===== src/hdl/ksf_pkg.sv =====
// Shared types, codes and sizes for the kinetic scroll fling block.
package ksf_pkg;

  localparam int HIST_DEPTH = 10;
  localparam int IDX_W      = $clog2(HIST_DEPTH);
  localparam int CNT_W      = $clog2(HIST_DEPTH + 1);

  localparam int POS_W      = 16;
  localparam int TS_W       = 32;
  localparam int DAMP_W     = 16;
  localparam int WIN_W      = 8;
  localparam int THR_W      = 16;
  localparam int VALUE_W    = 21;
  localparam int CFG_IDX_W  = 2;
  localparam int CFG_DATA_W = 16;

  localparam int FRAC_W     = 16;
  localparam int DMAG_W     = POS_W;
  localparam int DVD_W      = DMAG_W + FRAC_W + 2;
  localparam int VMAG_W     = DVD_W;
  localparam int VEL_W      = VMAG_W + 1;
  localparam int ACC_W      = VMAG_W + DAMP_W;
  localparam int STEP_W     = $clog2(DVD_W);
  localparam int PX_W       = VMAG_W - FRAC_W + 1;

  localparam logic [2:0] MODE_DOWN       = 3'd0;
  localparam logic [2:0] MODE_MOVE       = 3'd1;
  localparam logic [2:0] MODE_UP         = 3'd2;
  localparam logic [2:0] MODE_FLING      = 3'd3;
  localparam logic [2:0] MODE_FLING_DAMP = 3'd4;

  localparam logic [CFG_IDX_W-1:0] CFG_DEFAULT_DAMPING = 2'd0;
  localparam logic [CFG_IDX_W-1:0] CFG_MAX_WINDOW      = 2'd1;
  localparam logic [CFG_IDX_W-1:0] CFG_STOP_THRESHOLD  = 2'd2;

  localparam logic [DAMP_W-1:0] RST_DEFAULT_DAMPING = 16'd55705;
  localparam logic [WIN_W-1:0]  RST_MAX_WINDOW      = 8'd25;
  localparam logic [THR_W-1:0]  RST_STOP_THRESHOLD  = 16'd6554;

  typedef enum logic [2:0] {
    ST_IDLE,
    ST_DECODE,
    ST_DIV,
    ST_MUL,
    ST_FLING,
    ST_DONE
  } state_t;

  typedef struct packed {
    logic             sub;
    logic [ACC_W-1:0] a;
    logic [ACC_W-1:0] b;
  } alu_req_t;

endpackage


===== src/hdl/ksf_addsub.sv =====
// Shared add/subtract unit used by the serial divider and the serial multiplier.
module ksf_addsub
  import ksf_pkg::*;
(
  input  alu_req_t       req,
  output logic [ACC_W:0] sum
);

  always_comb begin
    if (req.sub) begin
      sum = {1'b0, req.a} - {1'b0, req.b};
    end else begin
      sum = {1'b0, req.a} + {1'b0, req.b};
    end
  end

endmodule


===== src/hdl/kinetic_scroll_fling_core.sv =====
// Top level of the kinetic scroll fling calculator.
//
// Input channel in_valid/in_ready carries one pointer event per item: mode,
// position, timestamp and damp_factor. Output channel out_valid/out_ready
// returns exactly one result item (value, flag) per input item, in order.
// Configuration is a plain write port (cfg_we, cfg_index, cfg_data); the user
// must write it only while the block is idle, which the block does not enforce.
// One item is worked on at a time; in_ready is high only in the idle state.
// Down, move and ignored events go from decode straight to the result. In
// fling events, 16 shift-add steps of the shared adder form the damping
// product. In up events that start a fling, 34 restoring division steps on
// the same adder form the velocity quotient.
// The next item is accepted at the earliest once the result has been loaded
// into the output register and the state has returned to idle.
// The result waits in an output register, so a new item is accepted while
// the receiver stalls; the next result is held back until that register frees.
// Reset clears pressed, sample count, velocity and out_valid, enters idle and
// loads the register defaults. History entries are undefined until written.
module kinetic_scroll_fling_core
  import ksf_pkg::*;
(
  input  logic                        clk,
  input  logic                        rst,
  input  logic                        in_valid,
  output logic                        in_ready,
  input  logic [2:0]                  mode,
  input  logic signed [POS_W-1:0]     position,
  input  logic [TS_W-1:0]             timestamp,
  input  logic [DAMP_W-1:0]           damp_factor,
  output logic                        out_valid,
  input  logic                        out_ready,
  output logic signed [VALUE_W-1:0]   value,
  output logic                        flag,
  input  logic                        cfg_we,
  input  logic [CFG_IDX_W-1:0]        cfg_index,
  input  logic [CFG_DATA_W-1:0]       cfg_data
);

  state_t state, state_next;

  logic [DAMP_W-1:0] default_damping;
  logic [WIN_W-1:0]  max_window;
  logic [THR_W-1:0]  stop_threshold;

  logic                    pressed;
  logic [CNT_W-1:0]        sample_count;
  logic signed [VEL_W-1:0] velocity;
  logic [STEP_W-1:0]       step;

  logic signed [POS_W-1:0] point_history [HIST_DEPTH];
  logic [TS_W-1:0]         time_history  [HIST_DEPTH];
  logic signed [POS_W-1:0] last_point;

  logic [2:0]              m_mode;
  logic signed [POS_W-1:0] m_pos;
  logic [TS_W-1:0]         m_ts;
  logic [DAMP_W-1:0]       m_damp;

  logic [DVD_W-1:0]  dvd;
  logic [WIN_W-1:0]  rem;
  logic [WIN_W-1:0]  divisor;
  logic              neg;
  logic [ACC_W-1:0]  acc;
  logic [VMAG_W-1:0] mmag;
  logic [DAMP_W-1:0] mfac;

  logic signed [VALUE_W-1:0] res_value;
  logic                      res_flag;

  alu_req_t         alu_req;
  logic [ACC_W:0]   alu_sum;

  logic [TS_W-1:0]         elapsed;
  logic [TS_W-1:0]         elapsed_adj;
  logic                    up_ok;
  logic signed [POS_W-1:0] cur_point;
  logic signed [POS_W:0]   diff;
  logic [POS_W:0]          diff_abs;
  logic [VEL_W-1:0]        vel_abs;
  logic [WIN_W:0]          rem_sh;
  logic                    qbit;
  logic [VMAG_W-1:0]       nmag;
  logic                    below;
  logic [VMAG_W:0]         ceil_sum;
  logic [PX_W-1:0]         px_pos;
  logic [PX_W-1:0]         px_neg;
  logic                    out_room;
  logic                    div_last;
  logic                    mul_last;

  ksf_addsub u_addsub (
    .req (alu_req),
    .sum (alu_sum)
  );

  always_comb begin
    elapsed     = m_ts - time_history[0];
    elapsed_adj = (elapsed == '0) ? TS_W'(1) : elapsed;
    up_ok       = elapsed_adj <= TS_W'(max_window);
    cur_point   = (m_pos == '0) ? last_point : m_pos;
    diff        = (POS_W + 1)'(point_history[0]) - (POS_W + 1)'(cur_point);
    diff_abs    = diff[POS_W] ? -diff : diff;
    vel_abs     = velocity[VEL_W-1] ? -velocity : velocity;
    rem_sh      = {rem, dvd[DVD_W-1]};
    qbit        = !alu_sum[ACC_W];
    nmag        = acc[ACC_W-1:DAMP_W];
    below       = nmag < VMAG_W'(stop_threshold);
    ceil_sum    = {1'b0, nmag} + (VMAG_W + 1)'({FRAC_W{1'b1}});
    px_pos      = ceil_sum[VMAG_W:FRAC_W];
    px_neg      = {1'b0, nmag[VMAG_W-1:FRAC_W]};
    out_room    = !out_valid || out_ready;
    div_last    = step == STEP_W'(DVD_W - 1);
    mul_last    = step == STEP_W'(DAMP_W - 1);
  end

  always_comb begin
    state_next = state;
    unique case (state)
      ST_IDLE: begin
        if (in_valid) state_next = ST_DECODE;
      end
      ST_DECODE: begin
        priority if (m_mode == MODE_UP && pressed && up_ok) begin
          state_next = ST_DIV;
        end else if (m_mode == MODE_FLING || m_mode == MODE_FLING_DAMP) begin
          state_next = ST_MUL;
        end else begin
          state_next = ST_DONE;
        end
      end
      ST_DIV: begin
        if (div_last) state_next = ST_DONE;
      end
      ST_MUL: begin
        if (mul_last) state_next = ST_FLING;
      end
      ST_FLING: state_next = ST_DONE;
      ST_DONE: begin
        if (out_room) state_next = ST_IDLE;
      end
      default: state_next = ST_IDLE;
    endcase
  end

  always_comb begin
    in_ready    = state == ST_IDLE;
    alu_req.sub = 1'b0;
    alu_req.a   = '0;
    alu_req.b   = '0;
    unique case (state)
      ST_DIV: begin
        alu_req.sub = 1'b1;
        alu_req.a   = ACC_W'(rem_sh);
        alu_req.b   = ACC_W'(divisor);
      end
      ST_MUL: begin
        alu_req.a = {acc[ACC_W-2:0], 1'b0};
        alu_req.b = mfac[DAMP_W-1] ? ACC_W'(mmag) : '0;
      end
      default: begin
      end
    endcase
  end

  always_ff @(posedge clk) begin
    if (rst) begin
      state           <= ST_IDLE;
      default_damping <= RST_DEFAULT_DAMPING;
      max_window      <= RST_MAX_WINDOW;
      stop_threshold  <= RST_STOP_THRESHOLD;
      pressed         <= 1'b0;
      sample_count    <= '0;
      velocity        <= '0;
      out_valid       <= 1'b0;
    end else begin
      state <= state_next;
      if (cfg_we) begin
        unique case (cfg_index)
          CFG_DEFAULT_DAMPING: default_damping <= cfg_data[DAMP_W-1:0];
          CFG_MAX_WINDOW:      max_window      <= cfg_data[WIN_W-1:0];
          CFG_STOP_THRESHOLD:  stop_threshold  <= cfg_data[THR_W-1:0];
          default: begin
          end
        endcase
      end
      if (state == ST_DECODE) begin
        unique case (m_mode)
          MODE_DOWN: begin
            pressed      <= 1'b1;
            velocity     <= '0;
            sample_count <= CNT_W'(1);
          end
          MODE_MOVE: begin
            if (pressed && sample_count != CNT_W'(HIST_DEPTH)) begin
              sample_count <= sample_count + CNT_W'(1);
            end
          end
          MODE_UP: begin
            pressed <= 1'b0;
          end
          default: begin
          end
        endcase
      end
      if (state == ST_DIV && div_last) begin
        velocity <= neg ? -$signed({1'b0, dvd[DVD_W-2:0], qbit})
                        : $signed({1'b0, dvd[DVD_W-2:0], qbit});
      end
      if (state == ST_FLING) begin
        velocity <= neg ? -$signed({1'b0, nmag}) : $signed({1'b0, nmag});
      end
      if (state == ST_DONE && out_room) begin
        out_valid <= 1'b1;
      end else if (out_ready) begin
        out_valid <= 1'b0;
      end
    end
  end

  always_ff @(posedge clk) begin
    if (in_valid && in_ready) begin
      m_mode <= mode;
      m_pos  <= position;
      m_ts   <= timestamp;
      m_damp <= damp_factor;
    end
    unique case (state)
      ST_DECODE: begin
        res_value <= '0;
        res_flag  <= 1'b0;
        step      <= '0;
        rem       <= '0;
        acc       <= '0;
        dvd       <= {diff_abs[DMAG_W-1:0], {(DVD_W - DMAG_W){1'b0}}};
        divisor   <= elapsed_adj[WIN_W-1:0];
        mmag      <= vel_abs[VMAG_W-1:0];
        mfac      <= (m_mode == MODE_FLING_DAMP) ? m_damp : default_damping;
        unique case (m_mode)
          MODE_DOWN: begin
            point_history[0] <= m_pos;
            time_history[0]  <= m_ts;
            last_point       <= m_pos;
          end
          MODE_MOVE: begin
            if (pressed) begin
              res_value  <= VALUE_W'(last_point) - VALUE_W'(m_pos);
              res_flag   <= 1'b1;
              last_point <= m_pos;
              if (sample_count == CNT_W'(HIST_DEPTH)) begin
                for (int i = 0; i < HIST_DEPTH - 1; i++) begin
                  point_history[i] <= point_history[i+1];
                  time_history[i]  <= time_history[i+1];
                end
                point_history[HIST_DEPTH-1] <= m_pos;
                time_history[HIST_DEPTH-1]  <= m_ts;
              end else begin
                point_history[sample_count[IDX_W-1:0]] <= m_pos;
                time_history[sample_count[IDX_W-1:0]]  <= m_ts;
              end
            end
          end
          MODE_UP: begin
            neg <= diff[POS_W];
          end
          default: begin
            neg <= velocity[VEL_W-1];
          end
        endcase
      end
      ST_DIV: begin
        step <= step + STEP_W'(1);
        rem  <= qbit ? alu_sum[WIN_W-1:0] : rem_sh[WIN_W-1:0];
        dvd  <= {dvd[DVD_W-2:0], qbit};
        if (div_last) res_flag <= 1'b1;
      end
      ST_MUL: begin
        step <= step + STEP_W'(1);
        acc  <= alu_sum[ACC_W-1:0];
        mfac <= {mfac[DAMP_W-2:0], 1'b0};
      end
      ST_FLING: begin
        priority if (below) begin
          res_value <= '0;
        end else if (neg) begin
          res_value <= -$signed(VALUE_W'(px_neg));
        end else begin
          res_value <= $signed(VALUE_W'(px_pos));
        end
      end
      ST_DONE: begin
        if (out_room) begin
          value <= res_value;
          flag  <= res_flag;
        end
      end
      default: begin
      end
    endcase
  end

  a_divisor_nonzero: assert property (@(posedge clk) disable iff (rst)
    (state == ST_DIV) |-> (divisor != '0))
    else $error("divider running with zero divisor");

  a_count_bound: assert property (@(posedge clk) disable iff (rst)
    sample_count <= CNT_W'(HIST_DEPTH))
    else $error("sample count past history depth");

  a_busy_after_accept: assert property (@(posedge clk) disable iff (rst)
    (in_valid && in_ready) |=> !in_ready)
    else $error("ready held after item accepted");

  a_result_loaded: assert property (@(posedge clk) disable iff (rst)
    (state == ST_DONE && out_room) |=> (out_valid && state == ST_IDLE))
    else $error("finished item not delivered to output register");

endmodule


===== config.mk =====
export PLATFORM = sky130hd
export DESIGN_NAME = kinetic_scroll_fling_core
export DESIGN_NICKNAME = d
export VERILOG_FILES = /design/src/hdl/ksf_pkg.sv /design/src/hdl/ksf_addsub.sv /design/src/hdl/kinetic_scroll_fling_core.sv
export SDC_FILE = /design/constraint.sdc
export NUM_CORES = 2
export LEC_CHECK = 0
export BUFFER_PORTS_ARGS = -buffer_cell sky130_fd_sc_hd__clkbuf_2
export CAP_MARGIN = 20
export CORE_MARGIN = 2
export CORE_UTILIZATION = 55
export CTS_CLUSTER_DIAMETER = 50
export DETAILED_ROUTE_END_ITERATION = 6
export PLACE_DENSITY_LB_ADDON = 0.2
export REMOVE_ABC_BUFFERS = 1
export SLEW_MARGIN = 15
export SYNTH_ARGS = -nofsm -noshare
export SYNTH_HDL_FRONTEND = slang
export SYNTH_SLANG_ARGS = --single-unit

===== constraint.sdc =====
create_clock -name clk -period 10.6 [get_ports clk]
set_input_delay 1.06 -clock clk [delete_from_list [all_inputs] [get_ports clk]]
set_output_delay 1.06 -clock clk [all_outputs]
set_load 0.05 [all_outputs]

# [Word level (Yosys, flattened, before mapping)]
# Memory sizes are Yosys's and may differ from the RTL's.
# Cells that the tools add are included.
[word_totals] ramBits=480 mem_count=2 reg_bits=368 input_bits=90
[classes] mux=66 n_addsub=13 bitwise=3 magnitude_cmp=2 n_eq_ne=21 n_reduce_logical=39
[mem_list] memory="time_history" words=10 word_bits=32 rd=10 rd_clocked_by_memory_dff=0 write_ports=10 line="kinetic_scroll_fling_core.sv:51" text="logic [TS_W-1:0] time_history [HIST_DEPTH];"
[mem_list] memory="point_history" words=10 word_bits=16 rd=10 rd_clocked_by_memory_dff=0 write_ports=10 line="kinetic_scroll_fling_core.sv:50" text="logic signed [POS_W-1:0] point_history [HIST_DEPTH];"
[op_table] cell="35-bit two-way mux" n=6
[op_table] cell="100-bit one-hot mux with 2 select lines" n=1
[op_table] cell="50-bit one-hot mux with 2 select lines" n=1
[op_table] cell="16-bit two-way mux" n=6
[op_table] cell="32-bit two-way mux" n=3
[op_table] cell="21-bit two-way mux" n=4
[op_table] cell="34-bit negator with 35-bit output" n=2
[op_table] cell="34-bit two-way mux" n=2
[op_table] cell="34-bit one-hot mux with 2 select lines" n=1
[op_table] cell="16-bit one-hot mux with 2 select lines" n=2
[op_table] cell="50-bit by 50-bit adder with 51-bit output" n=1
[op_table] cell="51-bit two-way mux" n=1
[op_table] cell="50-bit by 50-bit subtractor with 51-bit output" n=1
[op_table] cell="21-bit one-hot mux with 2 select lines" n=1
[op_table] cell="34-bit by 16-bit adder with 35-bit output (second input constant)" n=1
[op_table] cell="34-bit by 16-bit < comparator with 1-bit output" n=1
[op_table] cell="34-bit negator" n=1
[op_table] cell="16-bit by 16-bit subtractor with 17-bit output" n=2
[op_table] cell="32-bit by 8-bit <= comparator with 1-bit output" n=1
[op_table] cell="32-bit zero test" n=1
[op_table] cell="32-bit OR reduction" n=1
[op_table] cell="32-bit subtractor" n=1
[op_table] cell="1-bit two-way mux" n=21
[op_table] cell="18-bit negator with 21-bit output" n=1
[op_table] cell="other kinds (36)" n=81

# [Logic depth before layout (Yosys ltp)]
[depth] ltp_word=9 mapped_depth=34 mapped_depth_nobuf=30

# [Modules after synthesis]
# Synthesis repeated with hierarchy kept, for this count alone.
[hier_totals] cells_unflattened=3807 area_unflattened_um2=44343.8
[by_module_without_submodules] mod="kinetic_scroll_fling_core" n_inst=1 cells_each=3244 area_each_um2=40526.4
[by_module_without_submodules] mod="ksf_addsub" n_inst=1 cells_each=563 area_each_um2=3817.4

# [Worst setup path after synthesis]
# Ideal clock, no wire load.
[synth_path] kind="register -> register" start="register state[0]" end="memory point_history[9][0] (enable)" stages_incl_launch_ff=6 synth_period_minus_slack_ns=9.671 setup_ns=0.590 t_required_ns=10.010 t_arrival_ns=9.081 setup_slack_ns=0.929 path_cell_list="dfxtp_1 nor2b_1 nand2b_1 clkbuf_1 or2_2 nor4b_1"
[synth_lines] item="start, declared" line="kinetic_scroll_fling_core.sv:39" text="state_t state, state_next;"
[synth_lines] item="start signal, assigned" line="kinetic_scroll_fling_core.sv:176" text="state <= state_next;"
[synth_lines] item="end, declared" line="kinetic_scroll_fling_core.sv:50"

# [Worst setup path after layout]
[layout_path] start="register state[2]" end="register velocity[28]"
[layout_via] elab_chain_len=9
[layout_lines] item="3-bit by 2-bit equality test with 1-bit output, on equally long branches" line="kinetic_scroll_fling_core.sv:150, kinetic_scroll_fling_core.sv:205"
[layout_lines] item="100-bit one-hot mux with 2 select lines" line="kinetic_scroll_fling_core.sv:150" text="unique case (state)"
[layout_lines] item="50-bit by 50-bit adder with 51-bit output / 50-bit by 50-bit subtractor with 51-bit output (equally long branches)" line="ksf_addsub.sv:13, ksf_addsub.sv:11"
[layout_lines] item="51-bit two-way mux" line="ksf_addsub.sv:10" text="if (req.sub) begin"
[layout_lines] item="1-bit zero test" line="kinetic_scroll_fling_core.sv:105" text="qbit = !alu_sum[ACC_W];"
[layout_lines] item="34-bit negator with 35-bit output" line="kinetic_scroll_fling_core.sv:206" text="velocity <= neg ? -$signed({1'b0, dvd[DVD_W-2:0], qbit})"
[layout_lines] item="35-bit two-way mux" line="kinetic_scroll_fling_core.sv:206"
[layout_lines] item="35-bit two-way mux" line="kinetic_scroll_fling_core.sv:205" text="if (state == ST_DIV && div_last) begin"
[layout_lines] item="35-bit two-way mux" line="kinetic_scroll_fling_core.sv:209" text="if (state == ST_FLING) begin"
[layout_lines] item="end signal, assigned" line="kinetic_scroll_fling_core.sv:206"
[layout_lines] item="end signal, assigned" line="kinetic_scroll_fling_core.sv:210" text="velocity <= neg ? -$signed({1'b0, nmag}) : $signed({1'b0, nmag});"
[layout_lines] item="end, declared" line="kinetic_scroll_fling_core.sv:47" text="logic signed [VEL_W-1:0] velocity;"
# Several ways; a longest one is shown, not always the timed one.
# A chain may end at the register's enable or synchronous reset.

==> metrics.cfg <==
[sta]
skew_ns = 0.0436
fin_crit_ns = 8.20
finalCritPeriodShare = 0.774
hold_violations = 0
setup_ws_ns = 2.40
relSlewSlack = 0.299
rsz0062_at_grt = false
drv_slew = 0
fmax_mhz = 122
finalSetupViolCount = 0
tightest_slew_ns = 1.05

[cts]
clock_path_buffers = 3
post_cts_resized = 0
cts.htree.levels = 3
clock_sinks = 848
clk_latency_ns = 0.68
clkSlewWorstSetupHoldPaths_ns = 0.06
cts_made_buffers = 102
cts_tree = yes
cts_root_buf = clkbuf_16
cts_setup_buffers = 0
holdBufCountCts = 0

[floorplanning]
start_util = 0.555
die_y_um = 286
pin_count = 114
fp-row-count = 103
coreArea_mm2 = 0.0789
chipWidth_um = 286
dieArea_mm2 = 0.0818

[routing]
met3_length_um = 4930
drt-met1-wl_um = 44500
drtIter0Drc = 2595
dr.pass1.iters = 7
top_layer = met4
drc = 2
vias = 29400
final_antenna_net_count = 0
wl_um = 101000
routedWlPerCell_um = 20.3
routed-wl-met2_um = 48300
vias_per_cell = 5.94

[layout]
post-route-util = 0.619
drive_above_1_share = 0.189
final_area_mm2 = 0.0488
n_fill_cell = 6247
final_nets = 4049
syn2layout_area_growth_pct = 11.6
diodes = 0

[global_route]
grt_max_degree = 107
grt_pass1_vias = 28500
grt_overflow = 0
antenna_found_initial = 4
grt_pass1_wl_um = 159000
grt_use_total = 0.245

[critical_path]
path_buf_inv = 3
cp_slowest_cell = nand2b_1
endpoint_kind = flip-flop
crit_family = simple AND/OR/NAND/NOR gates
worst_ep_arrival_time_ns = 8.71
path_max_fanout = 18
crit_path_start_kind = flip-flop
critPathKind = reg -> reg
worst_path_most_repeated_cell = or3_1
crit_required_ns = 11.11
max_stage_delay_ns = 0.63

[synthesis]
postSynthCellCount = 3735
synth.distinct_cells = 79
synth.avg_cell_area_um2 = 11.7
synth.area.top_cells = edfxtp_1 (52%), mux2_2 (9.1%), ha_1 (4.2%)
synth-edff-count = 764
synth.most_common_cell = edfxtp_1
synth_common_cells = edfxtp_1 (764), mux2_2 (353), nand2_1 (342)
yosysSeqAreaShare = 0.563
synth_top_cell_by_area = edfxtp_1
syn-cell-area_mm2 = 0.0438
ys_warn_count = 0
synth_flop_cell = edfxtp_1
ys_ff_latch = 848
synth_top_area_share = 0.524
ys_async_sr_fraction = 0

[placed_design]
portBuffers = 113
dp_hpwl_um = 67100
post_dp_cell_area_mm2 = 0.0453
gp_congestion = 0.934
place_ws_ns = 2.50

[run]
maxCapViolations = 0

[power_and_ir_drop]
cellLeakagePower_nw = 18.0
power.density_mw_per_mm2 = 241
power_frac_seq = 0.399
swShare = 0.350
power_frac_clock = 0.298
ir_worst_vdd_uv = 205
p_int_mw = 7.66
p_switching_mw = 4.13
comb_power_share = 0.302

[status]
violations = design-rule violations
outcome = complete, but fails checks

[worst_hold_path]
hp-class = reg -> reg

-- layer usage --
layer  vias to the layer above  track usage
met5                         -            0
met4                         0       0.0767
met3                       171       0.0294
met2                       824        0.409
met1                     14300        0.337
li1                      14100            -
-- metrics by stage --
| step | power [mW] | hold slack (ns) | setup TNS, ns | std cells |
|---|---|---|---|---|
| detailed placement | 8.25 | 0.405 | 0 | 4753 |
| CTS | 11.8 | 0.419 | 0 | 4944 |
| global route | 12.4 | 0.427 | 0 | 4945 |
| finish | 11.8 | 0.417 | 0 | 4945 |
| floorplan | 7.22 | 0.400 | -38.81 | 3543 |
| global placement | 8.24 | 0.402 | 0 | 4753 |
-- state kept, by name, summed over array words and instances, names as in the netlist, 6 cells and up --
signal / count
m_pos: 16
rem: 8
dvd: 34
divisor: 8
acc: 50
max_window: 8
default_damping: 16
point_history: 160
m_damp: 16
value: 21
stop_threshold: 16
mfac: 16
velocity: 35
mmag: 34
time_history: 320
last_point: 16
m_ts: 32
step: 6
res_value: 21
-- layout make-up --
type	count	area (um2)	area share
tap	1050	1310	0.0269
clock buffer	115	2680	0.0548
clock inverter	76	771	0.0158
inverter	138	518	0.0106
timing repair buffer	161	946	0.0194
multi-input combinational	2557	18000	0.368
sequential	848	24600	0.504
-- kinds of logic (layout without fill, tap and decap cells) --
group | Yosys count | after routing | share of synthesized area
flip-flops | 848 | 848 | 0.563
adder cells (fa/ha/maj) | 151 | 151 | 0.0439
AO/OA/AOI/OAI | 809 | 809 | 0.114
XOR/XNOR | 224 | 224 | 0.0448
multiplexers | 389 | 389 | 0.0991
buffers and inverters | 330 | 490 | 0.0289
AND/OR/NAND/NOR | 984 | 984 | 0.106
-- worst paths after layout --
kind	from	endpoint	slack [ns]	depth (start not counted)
worst max register to register	state[2]	velocity[28]	2.40	29
worst min-delay path	res_value[19]	value[19]	0.42	0
worst max-delay path	state[2]	velocity[28]	2.40	29
worst min register to register	res_value[19]	value[19]	0.42	0
-- layout by cell type, fill, tap and decap left out, drive strengths merged, types with 147 or more instances in the layout --
cell type  count
nor2         248
xnor2        163
nand2        343
a21oi        192
ha           147
o21ai        304
clkbuf       228
inv          154
mux2         353
edfxtp       764
-- power groups by stage --
| stage | sequential, mW | clock, mW | combinational, mW |
|---|---|---|---|
| 3_3_place_gp | 4.75 | 0 | 3.48 |
| 3_5_place_dp | 4.76 | 0 | 3.49 |
| 2_1_floorplan | 4.64 | 0 | 2.59 |
| 4_1_cts | 4.70 | 3.58 | 3.52 |
| 5_1_grt | 4.76 | 3.71 | 3.93 |
| 6_report | 4.70 | 3.52 | 3.57 |
(Power assumes the default switching activity.)
